--- src/rtl/core/fqt_pkg.sv ---
// Package for the failure quarantine table: command and register codes,
// field widths and reset values. No dependencies.
package fqt_pkg;

    localparam int FQT_MAX_ENTRIES = 16;

    localparam int ID_W   = 48;
    localparam int TIME_W = 48;
    localparam int CNT_W  = 8;
    localparam int USE_W  = 5;
    localparam int IDX_W  = 4;

    localparam logic [CNT_W-1:0]  THRESHOLD_RST = 8'd3;
    localparam logic [TIME_W-1:0] TIMEOUT_RST   = 48'd1000000;
    localparam logic [USE_W-1:0]  IN_USE_RST    = 5'd0;

    typedef enum logic [2:0] {
        CMD_LOAD   = 3'd0,
        CMD_CHECK  = 3'd1,
        CMD_FAIL   = 3'd2,
        CMD_CLEAR  = 3'd3,
        CMD_COUNT  = 3'd4
    } cmd_t;

    typedef enum logic [1:0] {
        REG_THRESHOLD = 2'd0,
        REG_TIMEOUT   = 2'd1,
        REG_IN_USE    = 2'd2
    } cfg_reg_t;

    typedef enum logic [1:0] {
        S_IDLE,
        S_EXEC,
        S_WALK
    } fsm_t;

endpackage

--- src/rtl/core/failure_quarantine_table_unit.sv ---
// Top level of the failure quarantine table: command channel, register port,
// two memories with registered read data. Depends on fqt_pkg.
//
// Usage:
//   Commands enter on start/busy: an item is taken at a rising edge with start
//   high and busy low. Each command gives exactly one result on allowed,
//   usable_count and status, shown for one cycle while done is high; the
//   receiver cannot stall, so a result is never held back.
//   Load, check, fail, clear and unknown codes go through one memory read,
//   then one read-modify-write step that registers the result. A new command
//   may be accepted in the cycle that shows the previous result.
//   Count walks the active entries through the state memory read port, one
//   entry a cycle, as the state memory has a single read port.
//   Registers are written through cfg_valid/cfg_ready (always ready). The user must
//   write them only while no command is pending; the block does not enforce it.
//   Reset clears registers to defaults and all fail counts and times at once via
//   per-entry valid bits, no clearing pass. Entry identities undefined until loaded.
module failure_quarantine_table_unit
    import fqt_pkg::*;
#(
    parameter int MAX_ENTRIES = FQT_MAX_ENTRIES
)(
    input  logic               clk,
    input  logic               rst_n,
    input  logic               start,
    output logic               busy,
    input  logic [2:0]         command,
    input  logic [IDX_W-1:0]   entry_index,
    input  logic [ID_W-1:0]    target_id,
    input  logic [TIME_W-1:0]  now_time,
    output logic               done,
    output logic               allowed,
    output logic [USE_W-1:0]   usable_count,
    output logic               status,
    input  logic               cfg_valid,
    output logic               cfg_ready,
    input  logic [1:0]         cfg_index,
    input  logic [TIME_W-1:0]  cfg_data
);

    localparam int AW = (MAX_ENTRIES > 1) ? $clog2(MAX_ENTRIES) : 1;
    localparam int CW = $clog2(MAX_ENTRIES + 1);
    localparam int SW = CNT_W + TIME_W;

    // configuration
    logic [CNT_W-1:0]  thr_reg;
    logic [TIME_W-1:0] tmo_reg;
    logic [USE_W-1:0]  in_use_reg;
    logic [CW-1:0]     act;

    // command and control
    fsm_t              state_reg, state_next;
    logic [2:0]        cmd_reg;
    logic [IDX_W-1:0]  idx_reg;
    logic [ID_W-1:0]   id_reg;
    logic [TIME_W-1:0] now_reg;
    logic [CW-1:0]     ptr_reg, ptr_next;
    logic              pend_reg, pend_next;
    logic [CW-1:0]     acc_reg, acc_next;

    // results
    logic              done_reg, done_next;
    logic              allowed_reg, allowed_next;
    logic [USE_W-1:0]  count_reg, count_next;
    logic              status_reg, status_next;

    // memories
    logic [SW-1:0]     st_mem [MAX_ENTRIES];
    logic [ID_W-1:0]   id_mem [MAX_ENTRIES];
    logic [MAX_ENTRIES-1:0] valid_reg;
    logic [SW-1:0]     st_rd_reg;
    logic              vld_rd_reg;
    logic [ID_W-1:0]   id_rd_reg;
    logic              rd_en;
    logic [AW-1:0]     rd_addr;
    logic              st_wr_en, id_wr_en, clr_all;
    logic [SW-1:0]     st_wr_data;
    logic [AW-1:0]     wr_addr;

    // entry read back, zero where never written since reset or since a clear of that active entry
    logic [CNT_W-1:0]  e_cnt;
    logic [TIME_W-1:0] e_time;

    logic              accept;
    logic              idx_in_range;
    logic              idx_active;

    function automatic logic timed_out(
        input logic [TIME_W-1:0] now,
        input logic [TIME_W-1:0] first,
        input logic [TIME_W-1:0] tmo
    );
        logic [TIME_W-1:0] elapsed;
        begin
            elapsed = (now >= first) ? (now - first) : '0;
            return elapsed >= tmo;
        end
    endfunction

    assign accept       = start && !busy;
    assign busy         = (state_reg != S_IDLE);
    assign cfg_ready    = 1'b1;
    assign done         = done_reg;
    assign allowed      = allowed_reg;
    assign usable_count = count_reg;
    assign status       = status_reg;

    always_comb
    begin
        if (32'(in_use_reg) < MAX_ENTRIES)
        begin
            act = CW'(in_use_reg);
        end
        else
        begin
            act = CW'(MAX_ENTRIES);
        end
    end

    assign idx_in_range = (32'(idx_reg) < MAX_ENTRIES);
    assign idx_active   = (CW'(idx_reg) < act) && idx_in_range;
    assign e_cnt        = vld_rd_reg ? st_rd_reg[SW-1:TIME_W] : '0;
    assign e_time       = vld_rd_reg ? st_rd_reg[TIME_W-1:0] : '0;
    assign wr_addr      = AW'(idx_reg);

    // configuration registers
    always_ff @(posedge clk or negedge rst_n)
    begin
        if (!rst_n)
        begin
            thr_reg    <= THRESHOLD_RST;
            tmo_reg    <= TIMEOUT_RST;
            in_use_reg <= IN_USE_RST;
        end
        else if (cfg_valid && cfg_ready)
        begin
            case (cfg_index)
                REG_THRESHOLD: thr_reg    <= cfg_data[CNT_W-1:0];
                REG_TIMEOUT:   tmo_reg    <= cfg_data;
                REG_IN_USE:    in_use_reg <= cfg_data[USE_W-1:0];
                default:       ;
            endcase
        end
    end

    // memories: synchronous read, registered data
    always_ff @(posedge clk)
    begin
        if (st_wr_en)
        begin
            st_mem[wr_addr] <= st_wr_data;
        end
        if (id_wr_en)
        begin
            id_mem[wr_addr] <= id_reg;
        end
        if (rd_en)
        begin
            st_rd_reg  <= st_mem[rd_addr];
            vld_rd_reg <= valid_reg[rd_addr];
            id_rd_reg  <= id_mem[rd_addr];
        end
    end

    // per-entry valid bits: an invalid entry reads as zero count and time
    always_ff @(posedge clk or negedge rst_n)
    begin
        if (!rst_n)
        begin
            valid_reg <= '0;
        end
        else
        begin
            for (int i = 0; i < MAX_ENTRIES; i++)
            begin
                if (clr_all && (CW'(i) < act))
                begin
                    valid_reg[i] <= 1'b0;
                end
            end
            if (st_wr_en)
            begin
                valid_reg[wr_addr] <= 1'b1;
            end
        end
    end

    // command register: hold the transfer for the read-modify-write
    always_ff @(posedge clk)
    begin
        if (accept)
        begin
            cmd_reg <= command;
            idx_reg <= entry_index;
            id_reg  <= target_id;
            now_reg <= now_time;
        end
    end

    always_ff @(posedge clk or negedge rst_n)
    begin
        if (!rst_n)
        begin
            state_reg   <= S_IDLE;
            ptr_reg     <= '0;
            pend_reg    <= 1'b0;
            acc_reg     <= '0;
            done_reg    <= 1'b0;
            allowed_reg <= 1'b0;
            count_reg   <= '0;
            status_reg  <= 1'b0;
        end
        else
        begin
            state_reg   <= state_next;
            ptr_reg     <= ptr_next;
            pend_reg    <= pend_next;
            acc_reg     <= acc_next;
            done_reg    <= done_next;
            allowed_reg <= allowed_next;
            count_reg   <= count_next;
            status_reg  <= status_next;
        end
    end

    always_comb
    begin
        state_next   = state_reg;
        ptr_next     = ptr_reg;
        pend_next    = 1'b0;
        acc_next     = acc_reg;
        done_next    = 1'b0;
        allowed_next = allowed_reg;
        count_next   = count_reg;
        status_next  = status_reg;
        rd_en        = 1'b0;
        rd_addr      = AW'(entry_index);
        st_wr_en     = 1'b0;
        id_wr_en     = 1'b0;
        st_wr_data   = '0;
        clr_all      = 1'b0;

        case (state_reg)
            S_IDLE:
            begin
                if (accept)
                begin
                    ptr_next = '0;
                    acc_next = '0;
                    if (command == CMD_COUNT)
                    begin
                        state_next = S_WALK;
                    end
                    else
                    begin
                        rd_en      = 1'b1;
                        state_next = S_EXEC;
                    end
                end
            end

            S_EXEC:
            begin
                done_next    = 1'b1;
                allowed_next = 1'b0;
                count_next   = '0;
                status_next  = 1'b0;
                state_next   = S_IDLE;
                case (cmd_reg)
                    CMD_LOAD:
                    begin
                        if (idx_in_range)
                        begin
                            st_wr_en = 1'b1;
                            id_wr_en = 1'b1;
                        end
                        else
                        begin
                            status_next = 1'b1;
                        end
                    end
                    CMD_CHECK:
                    begin
                        allowed_next = 1'b1;
                        if (idx_active && (e_cnt >= thr_reg))
                        begin
                            if (timed_out(now_reg, e_time, tmo_reg))
                            begin
                                st_wr_en = 1'b1;
                            end
                            else
                            begin
                                allowed_next = 1'b0;
                            end
                        end
                    end
                    CMD_FAIL:
                    begin
                        if (idx_active && (id_rd_reg == id_reg))
                        begin
                            st_wr_en = 1'b1;
                            st_wr_data[SW-1:TIME_W] = (e_cnt == '1) ? e_cnt
                                                                    : e_cnt + 1'b1;
                            st_wr_data[TIME_W-1:0]  = (e_cnt == '0) ? now_reg : e_time;
                        end
                        else
                        begin
                            status_next = 1'b1;
                        end
                    end
                    CMD_CLEAR:
                    begin
                        clr_all = 1'b1;
                    end
                    default:
                    begin
                        status_next = 1'b1;
                    end
                endcase
            end

            S_WALK:
            begin
                // one read issued per cycle; accumulate the previous read
                rd_addr = ptr_reg[AW-1:0];
                if (ptr_reg < act)
                begin
                    rd_en     = 1'b1;
                    ptr_next  = CW'(ptr_reg + 1'b1);
                    pend_next = 1'b1;
                end
                if (pend_reg)
                begin
                    if ((e_cnt < thr_reg) || timed_out(now_reg, e_time, tmo_reg))
                    begin
                        acc_next = CW'(acc_reg + 1'b1);
                    end
                end
                else if (!(ptr_reg < act))
                begin
                    done_next    = 1'b1;
                    allowed_next = 1'b0;
                    count_next   = USE_W'(acc_reg);
                    status_next  = 1'b0;
                    state_next   = S_IDLE;
                end
            end

            default:
            begin
                state_next = S_IDLE;
            end
        endcase
    end

    a_accept_busy: assert property (@(posedge clk) disable iff (!rst_n)
        accept |=> busy)
        else $error("accepted command did not raise busy");

    a_done_idle: assert property (@(posedge clk) disable iff (!rst_n)
        done_reg |-> (state_reg == S_IDLE))
        else $error("result shown while a command is still in progress");

    a_no_rd_wr_clash: assert property (@(posedge clk) disable iff (!rst_n)
        !(st_wr_en && rd_en))
        else $error("state memory read and write in the same cycle");

    a_walk_bound: assert property (@(posedge clk) disable iff (!rst_n)
        (state_reg == S_WALK) |-> (ptr_reg <= act) && (acc_reg <= ptr_reg))
        else $error("walk pointer or count beyond active range");

    a_done_from_work: assert property (@(posedge clk) disable iff (!rst_n)
        done_reg |-> ($past(state_reg) == S_EXEC) || ($past(state_reg) == S_WALK))
        else $error("result strobe without a command in progress");

endmodule
--- config.mk ---
export PLATFORM = sky130hd
export DESIGN_NAME = failure_quarantine_table_unit
export DESIGN_NICKNAME = d
export VERILOG_FILES = /design/src/rtl/core/fqt_pkg.sv /design/src/rtl/core/failure_quarantine_table_unit.sv
export SDC_FILE = /design/constraint.sdc
export NUM_CORES = 2
export LEC_CHECK = 0
export BUFFER_PORTS_ARGS = -buffer_cell sky130_fd_sc_hd__buf_4
export CELL_PAD_IN_SITES_DETAIL_PLACEMENT = 0
export CELL_PAD_IN_SITES_GLOBAL_PLACEMENT = 2
export CORE_MARGIN = 5
export CORE_UTILIZATION = 40
export CTS_CLUSTER_SIZE = 12
export DETAILED_ROUTE_END_ITERATION = 8
export GPL_ROUTABILITY_DRIVEN = 0
export PLACE_DENSITY_LB_ADDON = 0.2
export SYNTH_ARGS = -nofsm -noshare
export SYNTH_HDL_FRONTEND = slang
export SYNTH_SLANG_ARGS = --single-unit
--- constraint.sdc ---
create_clock -name clk -period 23.2 [get_ports clk]
set_clock_uncertainty 0.2 [all_clocks]
set_input_delay 2.32 -clock clk [delete_from_list [all_inputs] [get_ports clk]]
set_output_delay 2.32 -clock clk [all_outputs]
set_load 0.01 [all_outputs]
## Yosys cells after proc, flatten, opt, wreduce, memory -nomap -nowiden

Memory sizes are Yosys's and may differ from the RTL's. A register that Yosys moved wholly into a read port is not among the register bits.
Cells that the tools add are included.

| storage, ports and cells | value |
|---|---|
| output and inout bits | 10 |
| flip-flop bits (word level) | 202 |
| RAM bits | 1,664 |
| memories | 2 |
| bits of input ports | 157 |

| operators by class | value |
|---|---|
| reduce and logical (&&, ||, !) cells | 37 |
| eq/ne operators | 16 |
| bitwise logic cells | 1 |
| $lt $le $gt $ge | 26 |
| add/sub/neg operators | 4 |
| muxes and demuxes | 74 |

Memory list:

| memory | depth | bits a word | read ports | clocked after Yosys merged registers in | write ports | line | RTL |
|---|---|---|---|---|---|---|---|
| st_mem | 16 | 56 | 1 | 1 | 1 | failure_quarantine_table_unit.sv:68 | `logic [SW-1:0] st_mem [MAX_ENTRIES];` |
| id_mem | 16 | 48 | 1 | 1 | 1 | failure_quarantine_table_unit.sv:69 | `logic [ID_W-1:0] id_mem [MAX_ENTRIES];` |

Operators by type and width:

| operator | count |
|---|---|
| 56-bit 2-to-1 mux | 3 |
| 48-bit 2-to-1 mux | 3 |
| 48-bit greater-or-equal comparator | 2 |
| 48-bit == test | 1 |
| 48-bit subtractor | 1 |
| 1-bit 2-to-1 mux | 41 |
| 4-bit by 5-bit < comparator with 1-bit output, first input constant | 8 |
| 5-bit 2-to-1 mux | 7 |
| 5-bit one-hot mux with 2 select lines | 3 |
| 1-bit logical AND | 20 |
| 3-bit by 5-bit < comparator with 1-bit output, first input constant | 4 |
| 16-bit 2-to-1 mux | 1 |
| 8-bit 2-to-1 mux | 2 |
| 16-bit bitwise OR | 1 |
| 2-bit != test, second input constant | 6 |
| 5-bit by 1-bit adder with 5-bit output, second input constant | 2 |
| 1-bit by 5-bit < comparator with 1-bit output, first input constant | 2 |
| 2-bit by 5-bit < comparator with 1-bit output, first input constant | 2 |
| 4-bit by 5-bit < comparator with 1-bit output, second input constant | 2 |
| 1-bit one-hot mux with 2 select lines | 5 |
| 3-bit AND reduction | 3 |
| 8-bit by 1-bit adder with 8-bit output, second input constant | 1 |
| 8-bit == test, second input constant | 1 |
| 8-bit greater-or-equal comparator | 1 |
| 25 further kinds | 36 |

## Logic depth before layout (Yosys ltp)

| depth | value |
|---|---|
| word-level depth | 10 |
| depth in mapped cells | 26 |

## Worst setup path after synthesis

Ideal clock, no wire load.

| timing path | value |
|---|---|
| path kind | reg-to-reg |
| start point | reg vld_rd_reg |
| end point | mem st_mem[10][0] (netlist name), enable pin |
| data arrival time | 10.408 ns |
| required time | 22.392 ns |
| setup time | 0.608 ns |
| stages on the path, launching flop included | 27 |
| clock period less this slack | 11.216 ns |
| slack | 11.984 ns |
| cells stage by stage | edfxtp_1 > clkbuf_1 > clkbuf_1 > buf_1 > nand2_1 > ha_1 > buf_6 > and3_4 > buf_6 > and2_4 > a21oi_2 > nor2b_1 > a211oi_2 > o311ai_2 > a221oi_4 > buf_6 > a21oi_2 > ha_1 > nand4_1 > nor4_1 > nand2_1 > a211oi_1 > o21ai_0 > nand3_1 > a21oi_1 > clkbuf_1 > nor4_1 |

| on the way | value |
|---|---|
| word-level cells in the longest chain between the ends | 10 |
| elaborated cells between the ends (all ways) | 14 |
| classes of those cells | 1 x add/sub; 3 x order compare; 9 x mux; 1 x reduce/logical |

Ends and longest elaborated chain:

| what | line | RTL |
|---|---|---|
| start: declaration | failure_quarantine_table_unit.sv:72 | `logic vld_rd_reg;` |
| start signal: assignment | failure_quarantine_table_unit.sv:160 | `vld_rd_reg <= valid_reg[rd_addr];` |
| 48-bit 2-to-1 mux | failure_quarantine_table_unit.sv:123 | `assign e_time = vld_rd_reg ? st_rd_reg[TIME_W-1:0] : '0;` |
| 48-bit subtractor or 48-bit greater-or-equal comparator (tied branches) | failure_quarantine_table_unit.sv:95 | `elapsed = (now >= first) ? (now - first) : '0;` |
| 48-bit 2-to-1 mux | failure_quarantine_table_unit.sv:95 |  |
| 48-bit greater-or-equal comparator | failure_quarantine_table_unit.sv:96 | `return elapsed >= tmo;` |
| 1-bit 2-to-1 mux | failure_quarantine_table_unit.sv:287 | `if (timed_out(now_reg, e_time, tmo_reg))` |
| 1-bit 2-to-1 mux * | failure_quarantine_table_unit.sv:285 | `if (idx_active && (e_cnt >= thr_reg))` |
| 1-bit one-hot mux with 3 select lines * | failure_quarantine_table_unit.sv:269 | `case (cmd_reg)` |
| 1-bit 2-to-1 mux * | failure_quarantine_table_unit.sv:243 | `case (state_reg)` |
| 1-bit 2-to-1 mux * | failure_quarantine_table_unit.sv:149 | `if (st_wr_en)` |
| 1-bit 2-to-1 mux (implied by the code) * | failure_quarantine_table_unit.sv:151 | `st_mem[wr_addr] <= st_wr_data;` |
| end: declaration | failure_quarantine_table_unit.sv:68 |  |

Every way passes the cells marked *; elsewhere a longest branch is shown, timed or not.

## Final worst setup path

| timing path | value |
|---|---|
| start point | reg vld_rd_reg |
| end point | mem st_mem[8][18] (netlist name), enable pin |

The elaborated chain is that of the path after synthesis.

==> results.py <==
metrics = {
    "grt": {
        "grt_usage": 0.193,
        "grt_max_degree": 124,
        "grt_pass1_wl_um": 299000,
        "first_global_vias": 42900,
        "antenna_found_initial": 8,
        "grt_overflow": 0,
    },
    "timing": {
        "setup_tns_ns": 0,
        "tightest_slew_ns": 1.39,
        "fmax_mhz": 113,
        "hold_viol": 0,
        "rsz0062_at_grt": "false",
        "layout_setup_ws_ns": 14.36,
        "max_slew_margin": 0.0730,
        "setup_violations": 0,
        "maxSlewViolCount": 0,
        "finalCritPeriodShare": 0.381,
        "fin_crit_ns": 8.84,
    },
    "power_and_ir_drop": {
        "powerDensity_nw_per_um2": 88.4,
        "leakage_nw": 27.8,
        "ir_drop_mv": 0.0792,
    },
    "hold_path": {
        "hp-class": "flop to flop",
        "hold_depth": 2,
    },
    "yosys": {
        "netlist.area_leader.share": 0.701,
        "synth_edf_count": 1872,
        "avgSynthCellArea_um2": 18.4,
        "synthMuxAreaShare": 0.126,
        "synthFlopType": "edfxtp_1",
        "syn_area_um2": 80200,
        "synth_top_cell_by_area": "edfxtp_1",
        "synth_adder_area_share": 0.0187,
        "synth_fp_nets": 4645,
        "synth.area.top_cells": "edfxtp_1 70%, mux4_2 12%, dfrtp_1 2.8%",
        "seq_area_frac_synth": 0.732,
        "synth.distinct_cells": 77,
        "synth-xor-area-share": 0.0106,
        "synth_seq_cells": 1970,
        "synth_cells": 4369,
        "synthSimpleGateAreaFrac": 0.0469,
        "ys_top_cells_by_count": "1872 x edfxtp_1, 420 x mux4_2, 386 x nand2_1",
        "yosysWarnings": 0,
        "async_flop_share": 0.0497,
        "synth_most_common_cell": "edfxtp_1",
        "synth-compound-area-share": 0.0483,
        "synth_top_family_by_area": "multiplexers",
    },
    "layout": {
        "final_core_util": 0.456,
        "largest_register_ffs": 896,
        "nets": 4879,
        "n_fill_cell": 17100,
        "syn_to_final_growth_pct": 13.4,
        "drive_above_1_share": 0.228,
    },
    "clock_network": {
        "post_cts_buffers": 0,
        "cts_repair_resize_count": 0,
        "clk_path_buf_depth": 3,
        "cts.htree.levels": 4,
        "clk_latency_ns": 0.88,
        "tritoncts": "yes",
        "clkTransAtPathRegs_ns": 0.05,
        "cts_num_sinks": 1970,
        "clk_root_buffer_cell": "clkbuf_16",
        "cts_made_buffers": 205,
        "hold_buffers": 0,
    },
    "floorplanning": {
        "rows": 164,
        "start_util": 0.402,
        "core_region_area_um2": 200000,
        "dieArea_um2": 209000,
        "die_h_um": 458,
        "io_pins": 167,
        "chipWidth_um": 458,
    },
    "worst_setup_path": {
        "reg2reg_depth": 25,
        "cp_max_fo": 64,
        "critPathCaptureType": "flop",
        "cp.required_ns": 23.44,
        "worstSetupPathType": "flop to flop",
        "arrival_ns": 9.08,
        "startpoint_type": "flop",
    },
    "routing": {
        "drtIter0Drc": 3589,
        "via_count": 41300,
        "final_antenna_net_count": 0,
        "first_pass_iters": 5,
        "drc": 0,
        "wl_per_cell_um": 27.6,
        "via_per_inst": 5.58,
        "wl_um": 204000,
    },
    "place": {
        "dp_slack_ns": 14.05,
        "numPortBuffers": 165,
        "dpl.hpwl_um": 116000,
    },
    "job": {
        "cap_viol_max_count": 0,
    },
    "outcome": {
        "status": "finished, final reports clean",
    },
}
area by class of cell:
| cell class | count | area, µm² | share of cell area |
|---|---|---|---|
| Antenna cell | 4 | 10.0 | 0.000110 |
| Inverter | 86 | 328 | 0.00360 |
| Multi-Input combinational cell | 2074 | 20400 | 0.225 |
| Sequential cell | 1970 | 58700 | 0.645 |
| Clock buffer | 275 | 5450 | 0.0599 |
| Timing Repair Buffer | 266 | 2060 | 0.0226 |
| Clock inverter | 79 | 658 | 0.00724 |
| Tap cell | 2656 | 3320 | 0.0365 |
path summary, 6_finish.rpt:
| check | startpoint | end | slack [ns] |
|---|---|---|---|
| max | vld_rd_reg | st_mem[8][18] | 14.36 |
| min | valid_reg[5] | valid_reg[5] | 0.28 |
| max reg2reg | vld_rd_reg | st_mem[8][18] | 14.36 |
| min reg2reg | valid_reg[5] | valid_reg[5] | 0.28 |
| max in group asynchronous | rst_n | tmo_reg[29] | 20.22 |
| min in group asynchronous | rst_n | valid_reg[15] | 1.36 |
cell usage in the layout, fill, tap and decap left out, types with 54 or more instances in the layout:
| master | count |
|---|---|
| a211oi_1 | 114 |
| a21o_1 | 56 |
| a21oi_1 | 122 |
| a31oi_1 | 116 |
| and2_1 | 116 |
| buf_4 | 261 |
| clkbuf_1 | 67 |
| clkbuf_16 | 207 |
| dfrtp_1 | 89 |
| edfxtp_1 | 1872 |
| ha_1 | 118 |
| inv_1 | 85 |
| mux2_2 | 54 |
| mux4_2 | 420 |
| nand2_1 | 385 |
| nand3_1 | 71 |
| nor2_1 | 73 |
| o21ai_0 | 63 |
stage by stage:
step | area (µm²) | hold WS, ns | instances | power (mW)
after CTS | 90900 | 0.286 | 7404 | 8.15
after global placement | 84800 | 0.262 | 7050 | 5.11
after detailed placement | 84800 | 0.268 | 7050 | 5.11
after floorplan | 80200 | 0.237 | 4369 | 4.77
final | 90900 | 0.282 | 7410 | 8.04
after global routing | 90900 | 0.315 | 7408 | 8.38
metal layers:
metal,track usage,vias up,wire length [µm]
li1,-,18000,-
met1,0.290,22000,95800
met2,0.288,1091,91000
met3,0.0459,207,13900
met4,0.0430,2,3590
met5,0,-,17
logic make-up after synthesis:
group / after synthesis
AO/OA/AOI/OAI: 575
flip-flops: 1970
buffers and inverters: 325
XOR/XNOR: 97
adder cells (fa/ha/maj): 119
multiplexers: 481
AND/OR/NAND/NOR: 801
other: 1
power by group:
part	internal, mW	total, mW	leakage [nW]	switching (mW)
clock	1.66	3.02	2.95	1.36
sequential	4.01	4.13	16.5	0.113
combinational	0.343	0.898	8.35	0.555
total	6.02	8.04	27.8	2.03
worst max-delay path: stages, from the launching register on:
cell and delay, ns:
edfxtp_1 0.32, buf_4 0.34, buf_4 0.64, nand2_1 0.13, ha_1 0.43, a21o_1 0.26
a21boi_2 0.19, o221ai_2 0.14, o21bai_1 0.19, a211oi_2 0.34, o311ai_2 0.18, a221oi_4 0.25
buf_4 0.48, nor3_1 0.14, ha_1 0.32, nand4_1 0.18, nor4_1 1.01, nand2_1 0.16
a211oi_1 0.24, o21ai_0 0.12, nand3_1 0.33, a21oi_2 0.10, buf_4 0.28, nor4_2 0.32
buf_4 0.40, buf_4 0.61
Note: power is estimated with default switching activity, not from simulation.
